<file path="src/rtl/apf_pkg.sv">
// ----------------------------------------------------------------------------
// apf_pkg
// Shared types, widths and codes for the first-order allpass filter bank.
// ----------------------------------------------------------------------------
package apf_pkg;

  localparam int SAMPLE_W   = 16;
  localparam int COEFF_W    = 16;
  localparam int GAIN_W     = 20;
  localparam int STATE_W    = 24;
  localparam int MODE_W     = 2;
  localparam int CFG_IDX_W  = 2;
  localparam int CFG_DATA_W = 20;

  // Serial multiplier: multiplicand up to the 27-bit shelf term, multiplier
  // up to the 20-bit shelf gain.
  localparam int MA_W   = 27;
  localparam int MB_W   = 20;
  localparam int PROD_W = MA_W + MB_W;
  localparam int CNT_W  = $clog2(MB_W);

  // Rounded product and saturation working widths
  localparam int RND_W = 34;
  localparam int SAT_W = 35;
  localparam int T_W   = 27;

  // Filter modes
  localparam logic [MODE_W-1:0] MODE_LOWPASS   = 2'd0;
  localparam logic [MODE_W-1:0] MODE_HIGHPASS  = 2'd1;
  localparam logic [MODE_W-1:0] MODE_LOWSHELF  = 2'd2;
  localparam logic [MODE_W-1:0] MODE_HIGHSHELF = 2'd3;

  // Register indexes
  localparam logic [CFG_IDX_W-1:0] REG_MODE  = 2'd0;
  localparam logic [CFG_IDX_W-1:0] REG_COEFF = 2'd1;
  localparam logic [CFG_IDX_W-1:0] REG_GAIN  = 2'd2;

  localparam logic signed [SAT_W-1:0] STATE_MAX  = SAT_W'((1 <<< (STATE_W - 1)) - 1);
  localparam logic signed [SAT_W-1:0] STATE_MIN  = -SAT_W'(1 <<< (STATE_W - 1));
  localparam logic signed [SAT_W-1:0] SAMPLE_MAX = SAT_W'((1 <<< (SAMPLE_W - 1)) - 1);
  localparam logic signed [SAT_W-1:0] SAMPLE_MIN = -SAT_W'(1 <<< (SAMPLE_W - 1));

  typedef struct packed {
    logic                       channel;
    logic signed [SAMPLE_W-1:0] sample_in;
    logic                       block_last_in;
  } in_item_t;

  typedef struct packed {
    logic                       channel_out;
    logic signed [SAMPLE_W-1:0] sample_out;
    logic                       block_last_out;
  } out_item_t;

  typedef struct packed {
    logic                     start;
    logic signed [MA_W-1:0]   mcand;
    logic signed [MB_W-1:0]   mplier;
  } mul_req_t;

  function automatic logic signed [STATE_W-1:0] sat_state(logic signed [SAT_W-1:0] v);
    logic signed [SAT_W-1:0] r;
    r = v;
    if (v > STATE_MAX) r = STATE_MAX;
    if (v < STATE_MIN) r = STATE_MIN;
    return r[STATE_W-1:0];
  endfunction

  function automatic logic signed [SAMPLE_W-1:0] sat_sample(logic signed [SAT_W-1:0] v);
    logic signed [SAT_W-1:0] r;
    r = v;
    if (v > SAMPLE_MAX) r = SAMPLE_MAX;
    if (v < SAMPLE_MIN) r = SAMPLE_MIN;
    return r[SAMPLE_W-1:0];
  endfunction

endpackage

</file>
<file path="src/rtl/apf_serial_mult.sv">
// ----------------------------------------------------------------------------
// apf_serial_mult
// Signed serial-parallel multiplier: one multiplier bit per cycle, LSB first.
// ----------------------------------------------------------------------------
module apf_serial_mult (
  input  logic                                   clk,
  input  logic                                   rst,
  input  apf_pkg::mul_req_t                      req,
  output logic                                   done,
  output logic signed [apf_pkg::PROD_W-1:0]      product
);

  logic signed [apf_pkg::MA_W-1:0] mcand;
  logic signed [apf_pkg::MA_W:0]   hi;
  logic        [apf_pkg::MB_W-1:0] lo;
  logic        [apf_pkg::CNT_W-1:0] cnt;
  logic                            busy;
  logic                            last_bit;
  logic signed [apf_pkg::MA_W:0]   addend;
  logic signed [apf_pkg::MA_W:0]   sum;

  // The top multiplier bit carries negative weight: subtract on that step
  assign last_bit = (cnt == apf_pkg::CNT_W'(apf_pkg::MB_W - 1));

  always_comb begin
    addend = '0;
    if (lo[0]) begin
      if (last_bit) begin
        addend = -((apf_pkg::MA_W + 1)'(mcand));
      end else begin
        addend = (apf_pkg::MA_W + 1)'(mcand);
      end
    end
    sum = hi + addend;
  end

  always_ff @(posedge clk) begin
    if (rst) begin
      busy <= 1'b0;
      done <= 1'b0;
      cnt  <= '0;
    end else if (req.start) begin
      busy <= 1'b1;
      done <= 1'b0;
      cnt  <= '0;
    end else if (busy) begin
      cnt <= cnt + 1'b1;
      if (last_bit) begin
        busy <= 1'b0;
        done <= 1'b1;
      end
    end else begin
      done <= 1'b0;
    end
  end

  always_ff @(posedge clk) begin
    if (req.start) begin
      mcand <= req.mcand;
      hi    <= '0;
      lo    <= req.mplier;
    end else if (busy) begin
      hi <= {sum[apf_pkg::MA_W], sum[apf_pkg::MA_W:1]};
      lo <= {sum[0], lo[apf_pkg::MB_W-1:1]};
    end
  end

  assign product = {hi[apf_pkg::MA_W-1:0], lo};

endmodule

</file>
<file path="src/rtl/apf_state_mem.sv">
// ----------------------------------------------------------------------------
// apf_state_mem
// Per-channel allpass state, cleared to zero at reset.
// ----------------------------------------------------------------------------
module apf_state_mem #(
  parameter int CHANNELS = 2,
  parameter int IDX_W    = (CHANNELS > 1) ? $clog2(CHANNELS) : 1
) (
  input  logic                                clk,
  input  logic                                rst,
  input  logic [IDX_W-1:0]                    rd_addr,
  output logic signed [apf_pkg::STATE_W-1:0]  rd_data,
  input  logic                                wr_en,
  input  logic [IDX_W-1:0]                    wr_addr,
  input  logic signed [apf_pkg::STATE_W-1:0]  wr_data
);

  logic signed [apf_pkg::STATE_W-1:0] mem [CHANNELS];

  always_ff @(posedge clk) begin
    if (rst) begin
      for (int i = 0; i < CHANNELS; i++) begin
        mem[i] <= '0;
      end
    end else if (wr_en) begin
      mem[wr_addr] <= wr_data;
    end
  end

  assign rd_data = mem[rd_addr];

endmodule

</file>
<file path="src/rtl/first_order_allpass_filter_bank.sv">
// ----------------------------------------------------------------------------
// first_order_allpass_filter_bank
// Per-channel first-order allpass with lowpass, highpass and shelf outputs.
// ----------------------------------------------------------------------------
// One item in, one item out. Each item runs through a single shared serial
// multiplier that retires one multiplier bit per cycle: c*s for the new
// state, c*h for the allpass output and, in the shelf modes only, H0*t for
// the shelf term. A new item is accepted only after the item in flight has
// finished its multiplier passes and been loaded into the output register,
// and that load waits until the previous result has left the register. A
// finished item sits in the output register, so the next item is accepted
// while it waits to be taken. The channel state is a small register file
// cleared at reset; an item on a channel number at or beyond CHANNELS is
// filtered against a zero state and leaves the store untouched.
// Configuration is taken at any time (ready is always high) but is meant to
// be written only while the block is idle.
// ----------------------------------------------------------------------------
module first_order_allpass_filter_bank #(
  parameter int CHANNELS = 2
) (
  input  logic                                 clk,
  input  logic                                 rst,
  // input items
  input  logic                                 in_valid,
  output logic                                 in_stall,
  input  apf_pkg::in_item_t                    in_data,
  // result items
  output logic                                 out_valid,
  input  logic                                 out_stall,
  output apf_pkg::out_item_t                   out_data,
  // configuration writes
  input  logic                                 cfg_valid,
  output logic                                 cfg_ready,
  input  logic [apf_pkg::CFG_IDX_W-1:0]        cfg_index,
  input  logic [apf_pkg::CFG_DATA_W-1:0]       cfg_data
);

  localparam int IDX_W = (CHANNELS > 1) ? $clog2(CHANNELS) : 1;

  // Sequencer codes
  localparam logic [3:0] S_IDLE  = 4'd0;
  localparam logic [3:0] S_P_MUL = 4'd1;
  localparam logic [3:0] S_H     = 4'd2;
  localparam logic [3:0] S_A_MUL = 4'd3;
  localparam logic [3:0] S_T     = 4'd4;
  localparam logic [3:0] S_Y     = 4'd5;
  localparam logic [3:0] S_G_MUL = 4'd6;
  localparam logic [3:0] S_SHELF = 4'd7;
  localparam logic [3:0] S_OUT   = 4'd8;

  localparam logic signed [apf_pkg::PROD_W-1:0] RND15 = apf_pkg::PROD_W'(1 <<< 14);
  localparam logic signed [apf_pkg::PROD_W-1:0] RND13 = apf_pkg::PROD_W'(1 <<< 12);

  logic [3:0] state;
  logic [3:0] state_next;

  // configuration registers
  logic [apf_pkg::MODE_W-1:0]          mode;
  logic signed [apf_pkg::COEFF_W-1:0]  coeff;
  logic signed [apf_pkg::GAIN_W-1:0]   gain;

  // item in flight
  logic                                 ch;
  logic                                 ch_ok;
  logic                                 last;
  logic signed [apf_pkg::SAMPLE_W-1:0]  x;
  logic signed [apf_pkg::STATE_W-1:0]   s;
  logic signed [apf_pkg::T_W-1:0]       t;
  logic signed [apf_pkg::RND_W-1:0]     rnd;
  logic signed [apf_pkg::SAMPLE_W-1:0]  y;

  logic                                 in_accept;
  logic                                 in_ch_ok;
  logic signed [apf_pkg::STATE_W-1:0]   mem_rd;
  logic signed [apf_pkg::STATE_W-1:0]   s_in;
  logic signed [apf_pkg::STATE_W-1:0]   h_calc;
  logic signed [apf_pkg::T_W-1:0]       t_calc;
  logic signed [apf_pkg::SAMPLE_W-1:0]  y_pass;
  logic signed [apf_pkg::SAMPLE_W-1:0]  y_shelf;
  logic                                 mode_sum;
  logic                                 mode_shelf;
  logic                                 load_out;
  logic                                 mem_we;

  apf_pkg::mul_req_t                    mul_req;
  logic                                 mul_done;
  logic signed [apf_pkg::PROD_W-1:0]    product;
  logic signed [apf_pkg::PROD_W-1:0]    prod_r15;
  logic signed [apf_pkg::PROD_W-1:0]    prod_r13;

  assign cfg_ready = 1'b1;
  assign in_stall  = (state != S_IDLE);
  assign in_accept = in_valid && !in_stall;

  // Channel 0 always exists; channel 1 only when the bank has two or more
  assign in_ch_ok = (CHANNELS > 1) || (in_data.channel == 1'b0);
  assign s_in     = in_ch_ok ? mem_rd : '0;

  // Lowpass and low shelf add the allpass output, the others subtract it
  assign mode_sum   = (mode == apf_pkg::MODE_LOWPASS) || (mode == apf_pkg::MODE_LOWSHELF);
  assign mode_shelf = (mode == apf_pkg::MODE_LOWSHELF) || (mode == apf_pkg::MODE_HIGHSHELF);

  apf_state_mem #(
    .CHANNELS (CHANNELS),
    .IDX_W    (IDX_W)
  ) u_state (
    .clk     (clk),
    .rst     (rst),
    .rd_addr (IDX_W'(in_data.channel)),
    .rd_data (mem_rd),
    .wr_en   (mem_we),
    .wr_addr (IDX_W'(ch)),
    .wr_data (h_calc)
  );

  apf_serial_mult u_mult (
    .clk     (clk),
    .rst     (rst),
    .req     (mul_req),
    .done    (mul_done),
    .product (product)
  );

  // Round half up and drop the extra fraction bits of the product
  assign prod_r15 = (product + RND15) >>> 15;
  assign prod_r13 = (product + RND13) >>> 13;

  // h = x - round(c*s), saturated to the state range
  assign h_calc = apf_pkg::sat_state(apf_pkg::SAT_W'(x) - apf_pkg::SAT_W'(rnd));

  // t = x +/- (s + round(c*h))
  always_comb begin
    if (mode_sum) begin
      t_calc = apf_pkg::T_W'(x) + apf_pkg::T_W'(s) + apf_pkg::T_W'(rnd);
    end else begin
      t_calc = apf_pkg::T_W'(x) - apf_pkg::T_W'(s) - apf_pkg::T_W'(rnd);
    end
  end

  assign y_pass  = apf_pkg::sat_sample((apf_pkg::SAT_W'(t) + apf_pkg::SAT_W'(1)) >>> 1);
  assign y_shelf = apf_pkg::sat_sample(apf_pkg::SAT_W'(x) + apf_pkg::SAT_W'(rnd));

  // Sequencer: next state, multiplier requests, store write and output load
  always_comb begin
    state_next     = state;
    mul_req.start  = 1'b0;
    mul_req.mcand  = apf_pkg::MA_W'(s_in);
    mul_req.mplier = apf_pkg::MB_W'(coeff);
    mem_we         = 1'b0;
    load_out       = 1'b0;
    unique case (state)
      S_IDLE: begin
        if (in_valid) begin
          mul_req.start = 1'b1;
          state_next    = S_P_MUL;
        end
      end
      S_P_MUL: begin
        if (mul_done) state_next = S_H;
      end
      S_H: begin
        mul_req.start = 1'b1;
        mul_req.mcand = apf_pkg::MA_W'(h_calc);
        mem_we        = ch_ok;
        state_next    = S_A_MUL;
      end
      S_A_MUL: begin
        if (mul_done) state_next = S_T;
      end
      S_T: begin
        state_next = S_Y;
      end
      S_Y: begin
        if (mode_shelf) begin
          mul_req.start  = 1'b1;
          mul_req.mcand  = t;
          mul_req.mplier = gain;
          state_next     = S_G_MUL;
        end else begin
          state_next = S_OUT;
        end
      end
      S_G_MUL: begin
        if (mul_done) state_next = S_SHELF;
      end
      S_SHELF: begin
        state_next = S_OUT;
      end
      S_OUT: begin
        // hold until the output register is free
        if (!out_valid || !out_stall) begin
          load_out   = 1'b1;
          state_next = S_IDLE;
        end
      end
      default: begin
        state_next = S_IDLE;
      end
    endcase
  end

  // Control state and configuration
  always_ff @(posedge clk) begin
    if (rst) begin
      state     <= S_IDLE;
      out_valid <= 1'b0;
      mode      <= apf_pkg::MODE_LOWPASS;
      coeff     <= '0;
      gain      <= '0;
    end else begin
      state <= state_next;
      if (out_valid && !out_stall) out_valid <= 1'b0;
      if (load_out) out_valid <= 1'b1;
      if (cfg_valid) begin
        unique case (cfg_index)
          apf_pkg::REG_MODE:  mode  <= cfg_data[apf_pkg::MODE_W-1:0];
          apf_pkg::REG_COEFF: coeff <= cfg_data[apf_pkg::COEFF_W-1:0];
          apf_pkg::REG_GAIN:  gain  <= cfg_data[apf_pkg::GAIN_W-1:0];
          default: ;  // drop writes beyond the register list
        endcase
      end
    end
  end

  // Datapath registers
  always_ff @(posedge clk) begin
    if (in_accept) begin
      ch    <= in_data.channel;
      ch_ok <= in_ch_ok;
      last  <= in_data.block_last_in;
      x     <= in_data.sample_in;
      s     <= s_in;
    end
    if (mul_done) begin
      if (state == S_G_MUL) begin
        rnd <= prod_r13[apf_pkg::RND_W-1:0];
      end else begin
        rnd <= prod_r15[apf_pkg::RND_W-1:0];
      end
    end
    if (state == S_T) t <= t_calc;
    if (state == S_Y) y <= y_pass;
    if (state == S_SHELF) y <= y_shelf;
    if (load_out) begin
      out_data.channel_out    <= ch;
      out_data.sample_out     <= y;
      out_data.block_last_out <= last;
    end
  end

endmodule
</file>
<file path="config.mk">
export PLATFORM = sky130hd
export DESIGN_NAME = first_order_allpass_filter_bank
export DESIGN_NICKNAME = d
export VERILOG_FILES = /design/src/rtl/apf_pkg.sv /design/src/rtl/apf_serial_mult.sv /design/src/rtl/apf_state_mem.sv /design/src/rtl/first_order_allpass_filter_bank.sv
export SDC_FILE = /design/constraint.sdc
export NUM_CORES = 1
export LEC_CHECK = 0
export ABC_AREA = 1
export BUFFER_PORTS_ARGS = -buffer_cell sky130_fd_sc_hd__buf_4
export CORE_AREA = 2 2 257 259
export DETAILED_ROUTE_END_ITERATION = 6
export DIE_AREA = 0 0 259 261
export GPL_TIMING_DRIVEN = 0
export HOLD_SLACK_MARGIN = 0.1
export MAX_ROUTING_LAYER = met4
export SLEW_MARGIN = 20
export SYNTH_ARGS = -nofsm -noshare
export SYNTH_HDL_FRONTEND = slang
export SYNTH_SLANG_ARGS = --single-unit
</file>
<file path="constraint.sdc">
create_clock -name clk -period 4.33 [get_ports clk]
set_clock_uncertainty 0.15 [all_clocks]
set_input_delay 0 -clock clk [delete_from_list [all_inputs] [get_ports clk]]
set_output_delay 0 -clock clk [all_outputs]
set_load 0.05 [all_outputs]
</file>
# Word level (Yosys, flattened, before mapping)
# Memories as Yosys holds them, arrays and structs flattened.
# Cells that the tools add are included.
[op_classes]
magnitude_cmp = 6
addsub = 12
bitwise = 1
n_reduce_logical = 22
mux = 42
n_eq_ne = 18
[op_table]
columns = ["cell", "n"]
rows = [
  ["2-to-1 mux 16 bit", 6],
  ["2-to-1 mux 24 bit", 3],
  ["2-to-1 mux 20 bit", 3],
  ["2-to-1 mux 28 bit", 2],
  ["case mux 27 bit (2 select lines)", 1],
  ["2-to-1 mux 48 bit", 1],
  ["adder 47 x 14 -> 47 bit, second input constant", 1],
  ["adder 47 x 16 -> 47 bit, second input constant", 1],
  ["case mux 4 bit (9 select lines)", 1],
  ["adder 16 x 34 -> 35 bit", 1],
  ["> comparator 35 x 16 -> 1 bit, second input constant", 1],
  ["> comparator 35 x 24 -> 1 bit, second input constant", 1],
  ["less-than comparator 35 x 16 -> 1 bit, second input constant", 1],
  ["less-than comparator 35 x 24 -> 1 bit, second input constant", 1],
  ["subtractor 16 x 34 -> 35 bit", 1],
  ["2-to-1 mux 34 bit", 1],
  ["adder 27 x 2 -> 28 bit, second input constant", 1],
  ["adder 27 x 28 -> 28 bit", 1],
  ["negator 27 -> 28 bit", 1],
  ["adder 25 x 27 -> 27 bit", 1],
  ["> comparator 27 x 16 -> 1 bit, second input constant", 1],
  ["less-than comparator 27 x 16 -> 1 bit, second input constant", 1],
  ["2-to-1 mux 27 bit", 1],
  ["subtractor 25 x 27 -> 27 bit", 1],
  ["28 further kinds", 67],
]
[totals]
word_cells = 123
ramBits = 48
mem_count = 1
input_bits = 45
register_bits = 261
[mem_list]
columns = ["memory", "words", "width", "read_ports", "rd_clocked_by_memory_dff", "wr", "line_no", "source"]
rows = [
  ["u_state.mem", 2, 24, 1, 0, 2, "apf_state_mem.sv:18", "logic signed [apf_pkg::STATE_W-1:0] mem [CHANNELS];"],
]

# Depth between registers and ports, before layout
[depth]
word_depth = 7
mapped_depth = 25
mapped_depth_nobuf = 25

# Modules after synthesis
# From an unflattened synthesis, not the netlist that was laid out.
[hier_totals]
cells_unflattened = 3882
hier_area_um2 = 27039.7
[by_module_without_submodules]
columns = ["mod", "n_inst", "area_per_inst_um2", "cells_per_inst", "seq_area_each_um2"]
rows = [
  ["first_order_allpass_filter_bank", 1, 19261.0, 2887, 4974.8],
  ["apf_serial_mult", 1, 5635.4, 788, 2092.0],
  ["apf_state_mem", 1, 2143.3, 207, 1441.4],
]

# Least setup slack after synthesis
# No wires, ideal clock.
[synth_path]
kind = "register to register"
start = "register x[15] in the netlist's numbering"
end = "register t[26] in the netlist's numbering, data pin"
arrival_time_ns = 4.239
period_less_slack_ns = 4.647
required_time_ns = 3.922
path_slack_ns = -0.317
path_buffers = 0
path_stages_with_launch = 14
cell_sequence = "edfxtp_1 fa_1 ha_1 nand2_1 nor4_1 nand4_1 nand3_1 nand2_1 o211ai_1 nand2_1 nand3b_1 a21oi_1 o21ai_0 nand2_1"
[synth_between]
elab_chain_len = 3
[synth_lines]
columns = ["element", "line_no", "source"]
rows = [
  ["from (decl)", "first_order_allpass_filter_bank.sv:66", "logic signed [apf_pkg::SAMPLE_W-1:0] x;"],
  ["from (signal assigned)", "first_order_allpass_filter_bank.sv:231", "x <= in_data.sample_in;"],
  ["subtractor 16 x 24 -> 25 bit or adder 16 x 24 -> 25 bit (tied branches)", "first_order_allpass_filter_bank.sv:136, first_order_allpass_filter_bank.sv:134", ""],
  ["subtractor 25 x 27 -> 27 bit or adder 25 x 27 -> 27 bit (tied branches)", "first_order_allpass_filter_bank.sv:136, first_order_allpass_filter_bank.sv:134", ""],
  ["2-to-1 mux 27 bit (*)", "first_order_allpass_filter_bank.sv:133", "if (mode_sum) begin"],
  ["via t_calc, one bit", "first_order_allpass_filter_bank.sv:77", "logic signed [apf_pkg::T_W-1:0] t_calc;"],
  ["to (signal assigned)", "first_order_allpass_filter_bank.sv:241", "if (state == S_T) t <= t_calc;"],
  ["to (decl)", "first_order_allpass_filter_bank.sv:68", "logic signed [apf_pkg::T_W-1:0] t;"],
]
# Mark *: on every way through the listed nets, which the timed path passes. The rest lies on a longest branch.
# A chain may end at the register's enable or synchronous reset.

==> impl_metrics.json <==
{
  "clockBufferDepth": 3,
  "wl_met1_mm": 44.2,
  "clock_latency_ps": 570,
  "synth.distinct_cells": 54,
  "synth_area_um2": 25800,
  "crit_type": "flip-flop to flip-flop",
  "drive_above_1_share": 0.0803,
  "async_flop_share": 0,
  "synth.avg_cell_area_um2": 7.01,
  "totalWireLength_mm": 97.1,
  "r2r_start": "x[15]$_DFFE_PP_",
  "slew_viol_final": 0,
  "htree_levels": 2,
  "rows": 94,
  "antenna_found_initial": 1,
  "cp.arrival_ps": 4300,
  "synth-seq-cells": 309,
  "grt_usage": 0.294,
  "grt_max_degree": 44,
  "dr.pass1.iters": 6,
  "worstMarginPinSlew_ps": 1020,
  "timing.fmax_mhz": 238,
  "worst_slack_ps": 124,
  "die_area_um2": 67600,
  "place_inst": 4613,
  "drtIter0Drc": 2031,
  "wl_met3_mm": 5.93,
  "cpMaxStageDelayCell": "ha_2",
  "ir_drop_uv": 330,
  "routedWlPerCell_um": 20.3,
  "die_y_um": 261,
  "cts_root_buffer": "clkbuf_16",
  "dp_hpwl_mm": 80.3,
  "power.density_nw_per_um2": 501,
  "cts_tree": "yes",
  "max_stage_delay_ps": 470,
  "io_buffer_count": 64,
  "num_antenna_cells": 0,
  "grt_pass1_wl_mm": 145,
  "min_from": "cfg_data[12]",
  "setup_viol": 0,
  "viasPerCell": 5.24,
  "synth_most_common_cell": "nand2_1",
  "rsz0062_at_grt": "yes",
  "synth-edff-count": 232,
  "ys_top_cells_by_count": "nand2_1, inv_1, nor2_1",
  "yosys.area.top_type": "edfxtp_1",
  "cp_max_fo": 14,
  "worstHoldPathType": "input pin to flip-flop",
  "final_cells": 4788,
  "status": "finished clean",
  "gr-total-overflow": 0,
  "cp-startpoint": "x[15]$_DFFE_PP_",
  "cts_buffers": 37,
  "core_region_area_um2": 65000,
  "cp.required_ps": 4420,
  "hold_viol_final": 0,
  "place_congestion": 0.993,
  "synth_ff_type": "edfxtp_1",
  "cp_cell_sequence": "buf_8 > buf_16 > ha_2 > nand2_1 > nor2_1 > inv_1 > nor2_2 > nand3_1 > nand2_1 > nand2_1 > nand2_1 > nand3_1 > nor2_1 > nand2_1 > nor2_1 > nand2_1 > nand3_4 > buf_6 > nand2_2 > nand3_2 > nand2_1",
  "die_w_um": 259,
  "netlist.area_leader.share": 0.270,
  "crit_path_end_kind": "flip-flop",
  "cap_viol_max_count": 0,
  "final.min_clock_period_ps": 4210,
  "critPathLaunchType": "flip-flop",
  "ys_seq_area_frac": 0.330,
  "grt_pass1_vias": 24100,
  "layout.nets": 4151,
  "antenna_left": 0,
  "clock_sinks": 309,
  "syn_nets": 3932,
  "clkTransAtPathRegs_ps": 60,
  "dr_wl_met2_mm": 43.2,
  "fin_crit_sh": 0.971,
  "place_ws_ps": -529,
  "area_growth_pct": 17.6,
  "topRoutingLayerUsed": "met4",
  "drc": 0,
  "cpMostUsedCell": "nand2_1",
  "synth.area.top_cells": "edfxtp_1, nand2_1, inv_1, ha_1, dfxtp_1",
  "p_leak_nw": 13.6,
  "top_level_ports": 66,
  "yosysWarnings": 0,
  "synth_cells": 3677,
  "slew_headroom": 0.317,
  "start_util": 0.396,
  "vias": 25100
}
[per-layer routing]
| layer | GRT usage | vias up |
|---|---|---|
| li1 | - | 12400 |
| met1 | 0.398 | 11700 |
| met2 | 0.458 | 787 |
| met3 | 0.0316 | 143 |
| met4 | 0.103 | 0 |
| met5 | - | - |
[area by class of cell]
type                            count  area (um^2)
Tap cell                          864         1080
Buffer                             90          472
Sequential cell                   309         8510
Multi-Input combinational cell   2725        15300
Clock inverter                     18          188
Inverter                          552         2080
Fill cell                        6706        34700
Clock buffer                       49          985
Timing Repair Buffer              181         1720
[what timing repair did]
| action | in CTS | in global routing |
|---|---|---|
| setup endpoints to repair | 90 | 117 |
| endpoints found under the hold margin | 132 | 0 |
| pin swaps | 2 | 8 |
| gates resized for setup | 7 | 61 |
| buffers inserted | 2 | 16 |
| hold buffers | 91 | 0 |
[layout by cell type (no fill, tap or decap), types with 37 or more instances in the layout]
master / netlist / routed
fa_1: 56 / 56
nand3_1: 190 / 183
inv_1: 541 / 531
dlygate4sd3_1: 0 / 91
nor2_1: 399 / 380
edfxtp_1: 232 / 232
nor3_1: 78 / 72
ha_1: 154 / 139
nand2_1: 991 / 971
xor2_1: 98 / 96
dfxtp_1: 77 / 76
clkbuf_16: 0 / 37
buf_4: 12 / 87
o21ai_0: 275 / 261
a21oi_1: 258 / 247
nand4_1: 39 / 39
clkbuf_1: 52 / 58
[where the power goes]
| group | leakage (nW) | internal (W) | switching, W |
|---|---|---|---|
| Clock | 0.563 | 0.00174 | 0.00128 |
| Combinational | 10.1 | 0.00249 | 0.00510 |
| Sequential | 2.86 | 0.00389 | 0.000678 |
| Total | 13.6 | 0.00812 | 0.00706 |
[critical path: cells and delay by family, from the launching register on]
kind / cells / cell delay (ps)
simple gates: 16 / 2170
buf+inv: 4 / 670
fa+ha+maj: 1 / 470
flops: 1 / 420
[stage by stage]
step	area, um^2	util	setup TNS, ps	hold slack [ps]	power [W]
2_1_floorplan	26100	-	-12990	-80.9	0.00934
3_3_place_gp	27600	0.425	-250520	28.3	0.0117
3_5_place_dp	27800	0.428	-32610	29.3	0.0117
4_1_cts	29900	0.460	0	100	0.0149
5_1_grt	30300	0.466	-182	136	0.0162
6_report	30300	0.466	0	124	0.0152
[cell families (layout without fill, tap and decap cells)]
family	Yosys count	count (layout)	synth area share
AOI/OAI and AO/OA	654	654	0.139
xor gates and xnor gates	118	118	0.0401
adders and majority gates	210	210	0.118
buffers and inverters	643	890	0.0969
DFF	309	309	0.330
other	1	1	0.000146
and+or+nand+nor	1742	1742	0.276
[final timing paths]
check	to	slack [ps]	cells after the start
hold reg to reg	out_data[1]$_DFFE_PP_	270	0
setup / recovery	u_mult.mcand[3]$_DFFE_PP_	120	21
hold / removal	coeff[12]$_SDFFE_PP0P_	120	4
setup reg to reg	u_mult.mcand[3]$_DFFE_PP_	120	21
[flip-flops by register name, summed over array words and instances (netlist names)]
name / cells
u_state.mem: 48
rnd: 34
t: 27
u_mult.hi: 27
u_mult.mcand: 27
s: 24
gain: 20
u_mult.lo: 20
out_data: 18
coeff: 16
x: 16
y: 16
u_mult.cnt: 5
state: 4
mode: 2
ch: 1
last: 1
out_valid: 1
u_mult.busy: 1
u_mult.done: 1
Note: power is estimated with default switching activity, not from simulation.
